==> config.mk <==
export PLATFORM = sky130hd
export DESIGN_NAME = meter_property_frame_parser_unit
export DESIGN_NICKNAME = d
export VERILOG_FILES = /design/src/rtl/mpfp_pkg.sv /design/src/rtl/mpfp_result_fifo.sv /design/src/rtl/meter_property_frame_parser_unit.sv
export SDC_FILE = /design/constraint.sdc
export NUM_CORES = 1
export LEC_CHECK = 0
export BUFFER_PORTS_ARGS = -buffer_cell sky130_fd_sc_hd__buf_4
export CORE_MARGIN = 2
export CORE_UTILIZATION = 41
export CTS_CLUSTER_SIZE = 28
export DETAILED_ROUTE_END_ITERATION = 8
export PLACE_DENSITY = 0.54
export SYNTH_ARGS = -nofsm -noshare
export SYNTH_HDL_FRONTEND = slang
export SYNTH_SLANG_ARGS = --single-unit
==> constraint.sdc <==
create_clock -name aclk -period 6.9 [get_ports aclk]
set_clock_uncertainty 0.05 [all_clocks]
set_input_delay 1.725 -clock aclk [delete_from_list [all_inputs] [get_ports aclk]]
set_output_delay 1.725 -clock aclk [all_outputs]
set_load 0.01 [all_outputs]
==> src/rtl/mpfp_pkg.sv <==
// ----------------------------------------------------------------------------
// mpfp_pkg
// Shared types and constants for the meter property frame parser.
// ----------------------------------------------------------------------------
package mpfp_pkg;

    // Frame header bytes
    localparam logic [7:0] HDR_BYTE0 = 8'h10;
    localparam logic [7:0] HDR_BYTE1 = 8'h81;

    // Property codes of interest
    localparam logic [7:0] EPC_UNIT    = 8'hE1;
    localparam logic [7:0] EPC_POWER   = 8'hE7;
    localparam logic [7:0] EPC_FWD_ENG = 8'hEA;
    localparam logic [7:0] EPC_REV_ENG = 8'hEB;

    // Minimum data lengths per property
    localparam logic [7:0] LEN_UNIT   = 8'd1;
    localparam logic [7:0] LEN_POWER  = 8'd4;
    localparam logic [7:0] LEN_ENERGY = 8'd11;

    // Energy record layout: date bytes first, then the count
    localparam logic [7:0] STAMP_BYTES = 8'd7;

    // Valid energy unit codes
    localparam logic [31:0] UNIT_TENTHS_MAX = 32'h04;
    localparam logic [31:0] UNIT_TENS_MIN   = 32'h0A;
    localparam logic [31:0] UNIT_TENS_MAX   = 32'h0D;

    // Result kinds
    localparam logic [2:0] KIND_UNIT    = 3'd0;
    localparam logic [2:0] KIND_POWER   = 3'd1;
    localparam logic [2:0] KIND_FWD_ENG = 3'd2;
    localparam logic [2:0] KIND_REV_ENG = 3'd3;
    localparam logic [2:0] KIND_DONE    = 3'd4;

    // Frame classes
    localparam logic [1:0] CLASS_OTHER  = 2'd0;
    localparam logic [1:0] CLASS_POWER  = 2'd1;
    localparam logic [1:0] CLASS_ENERGY = 2'd2;

    // Configuration register indexes
    localparam logic CFG_SOURCE_MATCH = 1'b0;
    localparam logic CFG_DEST_MATCH   = 1'b1;

    // Result queue geometry
    localparam int RQ_DEPTH = 4;
    localparam int RQ_PTR_W = $clog2(RQ_DEPTH);
    localparam int RQ_CNT_W = RQ_PTR_W + 1;

    typedef struct packed {
        logic [2:0]  kind;
        logic [31:0] reading;
        logic [3:0]  unit_code;
        logic [15:0] stamp_year;
        logic [7:0]  stamp_month;
        logic [7:0]  stamp_day;
        logic [7:0]  stamp_hour;
        logic [7:0]  stamp_minute;
        logic [7:0]  stamp_second;
        logic [1:0]  frame_class;
    } result_t;

    // Up to two results per input beat, first one in slot first
    typedef struct packed {
        logic [1:0] count;
        result_t    first;
        result_t    second;
    } push_t;

endpackage

==> src/rtl/mpfp_result_fifo.sv <==
// ----------------------------------------------------------------------------
// mpfp_result_fifo
// Small register queue for result beats: takes zero, one or two results per
// cycle and hands out one per cycle on a valid/ready port while head_ready is high.
// ----------------------------------------------------------------------------
module mpfp_result_fifo
    import mpfp_pkg::*;
(
    input  logic    aclk,
    input  logic    aresetn,
    input  push_t   push,
    output logic    room,
    output result_t head,
    output logic    head_valid,
    input  logic    head_ready
);

    result_t               slot_reg [RQ_DEPTH];
    logic [RQ_PTR_W-1:0]   wr_ptr_reg, wr_ptr_next;
    logic [RQ_PTR_W-1:0]   rd_ptr_reg, rd_ptr_next;
    logic [RQ_CNT_W-1:0]   count_reg, count_next;
    logic                  pop;

    assign head_valid = (count_reg != '0);
    assign head       = slot_reg[rd_ptr_reg];
    assign room       = (count_reg <= RQ_CNT_W'(RQ_DEPTH - 2));
    assign pop        = head_valid && head_ready;

    always_comb begin
        wr_ptr_next = wr_ptr_reg + RQ_PTR_W'(push.count);
        rd_ptr_next = rd_ptr_reg + RQ_PTR_W'(pop);
        count_next  = count_reg + RQ_CNT_W'(push.count) - RQ_CNT_W'(pop);
    end

    always_ff @(posedge aclk) begin
        if (!aresetn) begin
            wr_ptr_reg <= '0;
            rd_ptr_reg <= '0;
            count_reg  <= '0;
        end else begin
            wr_ptr_reg <= wr_ptr_next;
            rd_ptr_reg <= rd_ptr_next;
            count_reg  <= count_next;
        end
    end

    // Payload slots need no reset
    always_ff @(posedge aclk) begin
        if (push.count != 2'd0) begin
            slot_reg[wr_ptr_reg] <= push.first;
        end
        if (push.count == 2'd2) begin
            slot_reg[wr_ptr_reg + RQ_PTR_W'(1)] <= push.second;
        end
    end

endmodule

==> src/rtl/meter_property_frame_parser_unit.sv <==
// ----------------------------------------------------------------------------
// meter_property_frame_parser_unit
// Byte-stream parser for meter property frames: checks header and object
// codes, walks the property list and reports unit, power and energy values.
// ----------------------------------------------------------------------------
// The block takes one frame byte per cycle on s_* and never stalls a frame in
// steady state: each byte is parsed in the cycle it is accepted, and the
// results it causes (at most two: a property result, then frame done on the
// last byte) land in a four-entry result queue that drives m_*. When the queue
// is empty, the first result of a byte is visible on m_* the cycle after the
// byte is taken; otherwise it waits behind the older results. The queue drains
// one result per cycle while m_ready is high, so s_ready drops only while
// fewer than two queue slots are free, which happens only while m_ready is
// held low: with m_ready high a two-result beat leaves at most two entries
// and the queue drains before the next one can arrive. Source and destination
// object codes come from two 24-bit match registers written over cfg_*; write
// them only while no frame is in flight.
// ----------------------------------------------------------------------------
module meter_property_frame_parser_unit
    import mpfp_pkg::*;
(
    input  logic        aclk,
    input  logic        aresetn,

    // configuration write port
    input  logic        cfg_wr_en,
    input  logic        cfg_index,
    input  logic [23:0] cfg_wr_data,

    // frame byte beats
    input  logic        s_valid,
    output logic        s_ready,
    input  logic [7:0]  s_data_byte,
    input  logic        s_last_byte,

    // result beats
    output logic        m_valid,
    input  logic        m_ready,
    output logic [2:0]  m_kind,
    output logic [31:0] m_reading,
    output logic [3:0]  m_unit_code,
    output logic [15:0] m_stamp_year,
    output logic [7:0]  m_stamp_month,
    output logic [7:0]  m_stamp_day,
    output logic [7:0]  m_stamp_hour,
    output logic [7:0]  m_stamp_minute,
    output logic [7:0]  m_stamp_second,
    output logic [1:0]  m_frame_class
);

    // Parser position: header bytes first, then property walk
    localparam logic [3:0] POS_EHD1  = 4'd0;
    localparam logic [3:0] POS_EHD2  = 4'd1;
    localparam logic [3:0] POS_SEOJ0 = 4'd4;
    localparam logic [3:0] POS_DEOJ2 = 4'd9;
    localparam logic [3:0] POS_OPC   = 4'd11;
    localparam logic [3:0] POS_CODE  = 4'd12;
    localparam logic [3:0] POS_LEN   = 4'd13;
    localparam logic [3:0] POS_DATA  = 4'd14;
    localparam logic [3:0] POS_IDLE  = 4'd15;

    // match registers
    logic [23:0] src_match_reg;
    logic [23:0] dst_match_reg;

    // parse state
    logic [3:0]  pos_reg,        pos_next;
    logic        hdr_ok_reg,     hdr_ok_next;
    logic [47:0] obj_reg,        obj_next;
    logic [7:0]  props_left_reg, props_left_next;
    logic [7:0]  code_reg,       code_next;
    logic [7:0]  len_reg,        len_next;
    logic [7:0]  idx_reg,        idx_next;
    logic [31:0] data_reg,       data_next;
    logic [55:0] stamp_reg,      stamp_next;
    logic [3:0]  unit_reg,       unit_next;
    logic [1:0]  class_reg,      class_next;

    logic        beat;
    logic        finish;
    logic        need_ok;
    logic        prop_hit;
    logic        obj_ok;
    logic [8:0]  idx_plus;
    result_t     prop_res;
    result_t     done_res;
    push_t       push;
    logic        room;
    result_t     head;

    assign beat    = s_valid && s_ready;
    assign s_ready = room;

    // ------------------------------------------------------------------------
    // Configuration writes
    // ------------------------------------------------------------------------
    always_ff @(posedge aclk) begin
        if (!aresetn) begin
            src_match_reg <= 24'h028801;
            dst_match_reg <= 24'h05FF01;
        end else if (cfg_wr_en) begin
            unique case (cfg_index)
                CFG_SOURCE_MATCH: src_match_reg <= cfg_wr_data;
                CFG_DEST_MATCH:   dst_match_reg <= cfg_wr_data;
                default: ;
            endcase
        end
    end

    // ------------------------------------------------------------------------
    // Per-byte parse step
    // ------------------------------------------------------------------------
    assign obj_ok   = hdr_ok_reg && (obj_reg[47:24] == src_match_reg)
                      && (obj_reg[23:0] == dst_match_reg);
    assign idx_plus = {1'b0, idx_reg} + 9'd1;

    // A property counts only if it carries at least the bytes it needs; a
    // zero-length one closes on its length byte and never counts
    always_comb begin
        case (code_reg)
            EPC_UNIT:                 need_ok = (len_reg >= LEN_UNIT);
            EPC_POWER:                need_ok = (len_reg >= LEN_POWER);
            EPC_FWD_ENG, EPC_REV_ENG: need_ok = (len_reg >= LEN_ENERGY);
            default:                  need_ok = 1'b0;
        endcase
    end

    always_comb begin
        pos_next        = pos_reg;
        hdr_ok_next     = hdr_ok_reg;
        obj_next        = obj_reg;
        props_left_next = props_left_reg;
        code_next       = code_reg;
        len_next        = len_reg;
        idx_next        = idx_reg;
        data_next       = data_reg;
        stamp_next      = stamp_reg;
        unit_next       = unit_reg;
        class_next      = class_reg;
        finish          = 1'b0;
        prop_hit        = 1'b0;
        prop_res        = '0;
        done_res        = '0;
        push            = '0;

        if (beat) begin
            if (pos_reg < POS_CODE) begin
                // header: check marker bytes, collect object codes
                unique case (pos_reg) inside
                    POS_EHD1: hdr_ok_next = (s_data_byte == HDR_BYTE0);
                    POS_EHD2: begin
                        if (s_data_byte != HDR_BYTE1) begin
                            hdr_ok_next = 1'b0;
                        end
                    end
                    [POS_SEOJ0:POS_DEOJ2]: obj_next = {obj_reg[39:0], s_data_byte};
                    default: ;
                endcase
                if (pos_reg == POS_OPC) begin
                    props_left_next = s_data_byte;
                    pos_next = (obj_ok && s_data_byte != 8'd0) ? POS_CODE : POS_IDLE;
                end else begin
                    pos_next = pos_reg + 4'd1;
                end
            end else begin
                unique case (pos_reg)
                    POS_CODE: begin
                        code_next = s_data_byte;
                        pos_next  = POS_LEN;
                    end
                    POS_LEN: begin
                        len_next   = s_data_byte;
                        idx_next   = '0;
                        data_next  = '0;
                        stamp_next = '0;
                        if (s_data_byte == 8'd0) begin
                            finish = 1'b1;
                        end else begin
                            pos_next = POS_DATA;
                        end
                    end
                    POS_DATA: begin
                        // keep only the leading bytes each property needs
                        case (code_reg)
                            EPC_FWD_ENG, EPC_REV_ENG: begin
                                if (idx_reg < STAMP_BYTES) begin
                                    stamp_next = {stamp_reg[47:0], s_data_byte};
                                end else if (idx_reg < LEN_ENERGY) begin
                                    data_next = {data_reg[23:0], s_data_byte};
                                end
                            end
                            EPC_POWER: begin
                                if (idx_reg < LEN_POWER) begin
                                    data_next = {data_reg[23:0], s_data_byte};
                                end
                            end
                            EPC_UNIT: begin
                                if (idx_reg == 8'd0) begin
                                    data_next = {24'd0, s_data_byte};
                                end
                            end
                            default: ;
                        endcase
                        if (idx_plus >= {1'b0, len_reg}) begin
                            finish = 1'b1;
                        end else begin
                            idx_next = idx_plus[7:0];
                        end
                    end
                    default: ;  // idle: drop the byte
                endcase
            end

            // property complete: report it if it met its length, then advance to the next one
            if (finish) begin
                if (need_ok && pos_reg == POS_DATA) begin
                    prop_hit = 1'b1;
                    case (code_reg)
                        EPC_UNIT: begin
                            if (data_next <= UNIT_TENTHS_MAX
                                || (data_next >= UNIT_TENS_MIN
                                    && data_next <= UNIT_TENS_MAX)) begin
                                unit_next = data_next[3:0];
                            end
                            prop_res.kind = KIND_UNIT;
                        end
                        EPC_POWER: begin
                            class_next       = CLASS_POWER;
                            prop_res.kind    = KIND_POWER;
                            prop_res.reading = data_next;
                        end
                        default: begin
                            class_next            = CLASS_ENERGY;
                            prop_res.kind         = (code_reg == EPC_FWD_ENG)
                                                    ? KIND_FWD_ENG : KIND_REV_ENG;
                            prop_res.reading      = data_next;
                            prop_res.stamp_year   = stamp_next[55:40];
                            prop_res.stamp_month  = stamp_next[39:32];
                            prop_res.stamp_day    = stamp_next[31:24];
                            prop_res.stamp_hour   = stamp_next[23:16];
                            prop_res.stamp_minute = stamp_next[15:8];
                            prop_res.stamp_second = stamp_next[7:0];
                        end
                    endcase
                    prop_res.unit_code = unit_next;
                end
                props_left_next = props_left_reg - 8'd1;
                pos_next = (props_left_next == 8'd0) ? POS_IDLE : POS_CODE;
            end

            done_res.kind        = KIND_DONE;
            done_res.unit_code   = unit_next;
            done_res.frame_class = class_next;

            // queue results in order: property first, then frame done
            if (prop_hit) begin
                push.first = prop_res;
                push.second = done_res;
                push.count = s_last_byte ? 2'd2 : 2'd1;
            end else begin
                push.first = done_res;
                push.count = s_last_byte ? 2'd1 : 2'd0;
            end

            // frame over: clear parse state, keep the energy unit
            if (s_last_byte) begin
                pos_next        = POS_EHD1;
                hdr_ok_next     = 1'b0;
                obj_next        = '0;
                props_left_next = '0;
                code_next       = '0;
                len_next        = '0;
                idx_next        = '0;
                data_next       = '0;
                stamp_next      = '0;
                class_next      = CLASS_OTHER;
            end
        end
    end

    always_ff @(posedge aclk) begin
        if (!aresetn) begin
            pos_reg        <= POS_EHD1;
            hdr_ok_reg     <= 1'b0;
            obj_reg        <= '0;
            props_left_reg <= '0;
            code_reg       <= '0;
            len_reg        <= '0;
            idx_reg        <= '0;
            data_reg       <= '0;
            stamp_reg      <= '0;
            unit_reg       <= '0;
            class_reg      <= CLASS_OTHER;
        end else begin
            pos_reg        <= pos_next;
            hdr_ok_reg     <= hdr_ok_next;
            obj_reg        <= obj_next;
            props_left_reg <= props_left_next;
            code_reg       <= code_next;
            len_reg        <= len_next;
            idx_reg        <= idx_next;
            data_reg       <= data_next;
            stamp_reg      <= stamp_next;
            unit_reg       <= unit_next;
            class_reg      <= class_next;
        end
    end

    // ------------------------------------------------------------------------
    // Result queue
    // ------------------------------------------------------------------------
    mpfp_result_fifo u_result_fifo (
        .aclk       (aclk),
        .aresetn    (aresetn),
        .push       (push),
        .room       (room),
        .head       (head),
        .head_valid (m_valid),
        .head_ready (m_ready)
    );

    assign m_kind         = head.kind;
    assign m_reading      = head.reading;
    assign m_unit_code    = head.unit_code;
    assign m_stamp_year   = head.stamp_year;
    assign m_stamp_month  = head.stamp_month;
    assign m_stamp_day    = head.stamp_day;
    assign m_stamp_hour   = head.stamp_hour;
    assign m_stamp_minute = head.stamp_minute;
    assign m_stamp_second = head.stamp_second;
    assign m_frame_class  = head.frame_class;

    // ------------------------------------------------------------------------
    // Assertions
    // ------------------------------------------------------------------------

    // A last byte always returns the parser to the first header byte
    assert property (@(posedge aclk) disable iff (!aresetn)
        (s_valid && s_ready && s_last_byte) |=> (pos_reg == POS_EHD1))
        else $error("parser not cleared after last byte");

    // While walking properties at least one property is still open
    assert property (@(posedge aclk) disable iff (!aresetn)
        (pos_reg == POS_CODE || pos_reg == POS_LEN || pos_reg == POS_DATA)
        |-> (props_left_reg != 8'd0))
        else $error("property walk with no properties left");

    // Inside property data the index never reaches the declared length
    assert property (@(posedge aclk) disable iff (!aresetn)
        (pos_reg == POS_DATA) |-> (idx_reg < len_reg))
        else $error("data index past property length");

endmodule
==> results.json <==
{
  "status": "complete, no violations",
  "grt_pass1_vias": 19992,
  "clkSlewWorstSetupHoldPaths_ns": 0.06,
  "dp_cells": 3604,
  "critPathLaunchType": "flop",
  "core_area_mm2": 0.06308,
  "synthDistinctLibCells": 73,
  "grtUsageTotal_pct": 22.63,
  "largest_reg_flops": 388,
  "vias": 20509,
  "pin_count": 138,
  "worst_slew_pin_slew_ns": 1.344,
  "die_y_um": 256.6,
  "cellPowerDensity_mw_per_mm2": 275.1,
  "relSlewSlack_pct": 9.629,
  "antenna_left": 0,
  "viasPerCell": 5.503,
  "total_power_mw": 8.273,
  "grt_max_degree": 154,
  "ctsLongestPathBuffers": 3,
  "fin_cells": 3727,
  "fin_setup_tns_ns": 0,
  "ys.flop_type": "dfxtp_1",
  "max_freq_ghz": 0.1754,
  "yosys_register_bits": 622,
  "cp-end-kind": "flop",
  "worstSetupPathType": "flop to flop",
  "syn_area_mm2": 0.02615,
  "min_path_type": "flop to flop",
  "finalSetupViolCount": 0,
  "die_width_um": 256.6,
  "syn-num-nets": 2854,
  "postSynth.asyncResetShare_pct": 0,
  "post-route-util_pct": 47.68,
  "synth_top_area_cell": "dfxtp_1",
  "whs_ns": 0.3960,
  "start_util_pct": 41.46,
  "yosys_warnings": 0,
  "antenna_found_initial": 1,
  "drt_iter0_markers": 1708,
  "area_growth_pct": 15.01,
  "worst_slack_ns": 1.199,
  "reg2regPathDepth": 17,
  "pre_cts_slack_ns": 1.215,
  "wl_per_cell_um": 20.32,
  "post-route-period-util_pct": 82.62,
  "grt_pass1_wl_um": 118300,
  "routed_wl_um": 75750,
  "ys_seq_area_share_pct": 48.68,
  "grt_setup_unrepaired": "false",
  "cts_sinks": 622,
  "drt_pass1_iterations": 5,
  "htreeDepth": 3,
  "synthTopCellsByArea": "dfxtp_1, nand2_1, mux4_2",
  "finalHoldViolCount": 0,
  "ir_drop_uv": 157.0,
  "fp.dieArea_mm2": 0.06583,
  "drv_cap": 0,
  "drive_gt1_share_pct": 14.13,
  "std_cell_rows": 92,
  "synthCells": 2792,
  "synth_top_area_share_pct": 45.47,
  "leakagePower_nw": 10.44,
  "numCtsBuffers": 70,
  "crit_arrival_ns": 6.16,
  "grt_overflow": 0,
  "clk_latency_ns": 0.61,
  "postCtsHoldBufs": 0,
  "placed_cell_area_mm2": 0.02781,
  "gp_routability_congestion": 0.8348,
  "nets": 2892,
  "synth_edf_count": 28,
  "fin_area_mm2": 0.03008,
  "postCtsSetupBuffers": 0,
  "root_buffer": "clkbuf_16",
  "post-route-drc-count": 0,
  "fin_crit_ns": 5.701,
  "worstHoldPathCells": 2,
  "tritoncts": "built",
  "ctsResizeCount": 0,
  "drv_slew": 0,
  "cp.required_ns": 7.36,
  "cp_max_fo": 36,
  "portBuffers": 137,
  "avgSynthCellArea_um2": 9.367,
  "post-dp-hpwl_um": 47820
}
-- critical path, cell delays in order, from the launching register on --
cell and delay (ns):
dfxtp_1 0.42, ha_1 0.35, nand2_1 0.12, nor2_1 0.28, xor2_1 0.20, ha_1 0.27
a21oi_1 0.13, o22ai_1 0.09, a311oi_1 0.27, o31a_1 0.32, a211o_1 0.41, inv_1 0.19
ha_1 0.53, o21ai_0 0.22, nor3_1 0.41, nand3_2 0.55, buf_4 0.51, o21ai_0 0.24
-- cell type report --
class	count	area [um^2]
diodes	1	2.502
clock buffers	100	2047
clock inverters	22	215.2
fillers	5964	33000
inverters	33	123.9
multi-input cells	1935	12600
flip-flops and latches	622	12740
well taps	846	1059
repair buffers	168	1290
-- metal layers --
metal / vias up / wire (um) / share of wire, % / global-route usage (%)
li1: 9851 / - / - / -
met3: 91 / 3721 / 4.9 / 3.213
met1: 10068 / 34310 / 45 / 30.68
met4: 0 / 1258 / 1.7 / 6.298
met2: 499 / 36450 / 48 / 37.73
met5: - / 0 / 0 / 0
-- synthesized netlist by cell type (6+ instances only) --
library cell    n
nand2_1       615
dfxtp_1       594
o21ai_0       409
clkbuf_1      175
nor2b_1       103
mux4_2         97
a21boi_0       91
a22oi_1        89
mux2i_1        78
nor2_1         49
nand3b_1       45
and2_1         41
xnor2_1        40
nand3_1        36
inv_1          33
edfxtp_1       28
a21oi_1        25
ha_1           22
xor2_1         22
nor3_1         21
buf_1          20
nand4_1        15
o22ai_1        15
nor4_1         14
or3_1          10
nand2b_1        9
o21ai_1         6
-- worst paths after layout --
kind	from	end	slack (ns)
min	u_result_fifo.slot_reg[1][95]$_SDFFE_PP0P_	u_result_fifo.slot_reg[1][95]$_SDFFE_PP0P_	0.40
max	idx_reg[0]$_SDFFE_PN0P_	u_result_fifo.slot_reg[1][53]$_SDFFE_PP0P_	1.20
max reg2reg	idx_reg[0]$_SDFFE_PN0P_	u_result_fifo.slot_reg[1][53]$_SDFFE_PP0P_	1.20
min reg2reg	u_result_fifo.slot_reg[1][95]$_SDFFE_PP0P_	u_result_fifo.slot_reg[1][95]$_SDFFE_PP0P_	0.40
-- report_power, final --
| part | switching (mW) | internal [mW] | total, mW |
|---|---|---|---|
| sequential | 0.0647 | 3.66 | 3.73 |
| combinational | 0.534 | 0.333 | 0.867 |
| clock | 1.50 | 2.18 | 3.68 |
| total | 2.10 | 6.17 | 8.27 |
-- kinds of logic (layout without fill, tap and decap cells) --
group	count (synthesis)	after routing	share of synthesized area [%]
and+or+nand+nor	985	985	17.37
AOI/OAI and AO/OA	686	686	15.80
DFF	622	622	48.68
buffers and inverters	235	323	3.440
muxes	179	179	11.51
xor gates and xnor gates	62	62	2.076
adders and majority gates	23	23	1.129
other	0	1	0
-- layout by cell type, fill, tap and decap left out, types with 12 or more instances in the layout --
master and instances:
mux2i_1 78, nand2_1 613, nor2b_1 103, buf_4 165, a21oi_1 25, clkbuf_1 14
nor4_1 12, a22oi_1 89, a21boi_0 91, dfxtp_1 592, clkbuf_16 72, and2_1 41
xnor2_1 40, o22ai_1 15, nor3_1 20, nand3_1 33, nand3b_1 45, clkbuf_8 14
clkinv_2 12, o21ai_0 409, mux4_2 97, ha_1 22, inv_1 33, nor2_1 48
nand4_1 15, xor2_1 22, edfxtp_1 28
Note: power is estimated with default switching activity, not from simulation.
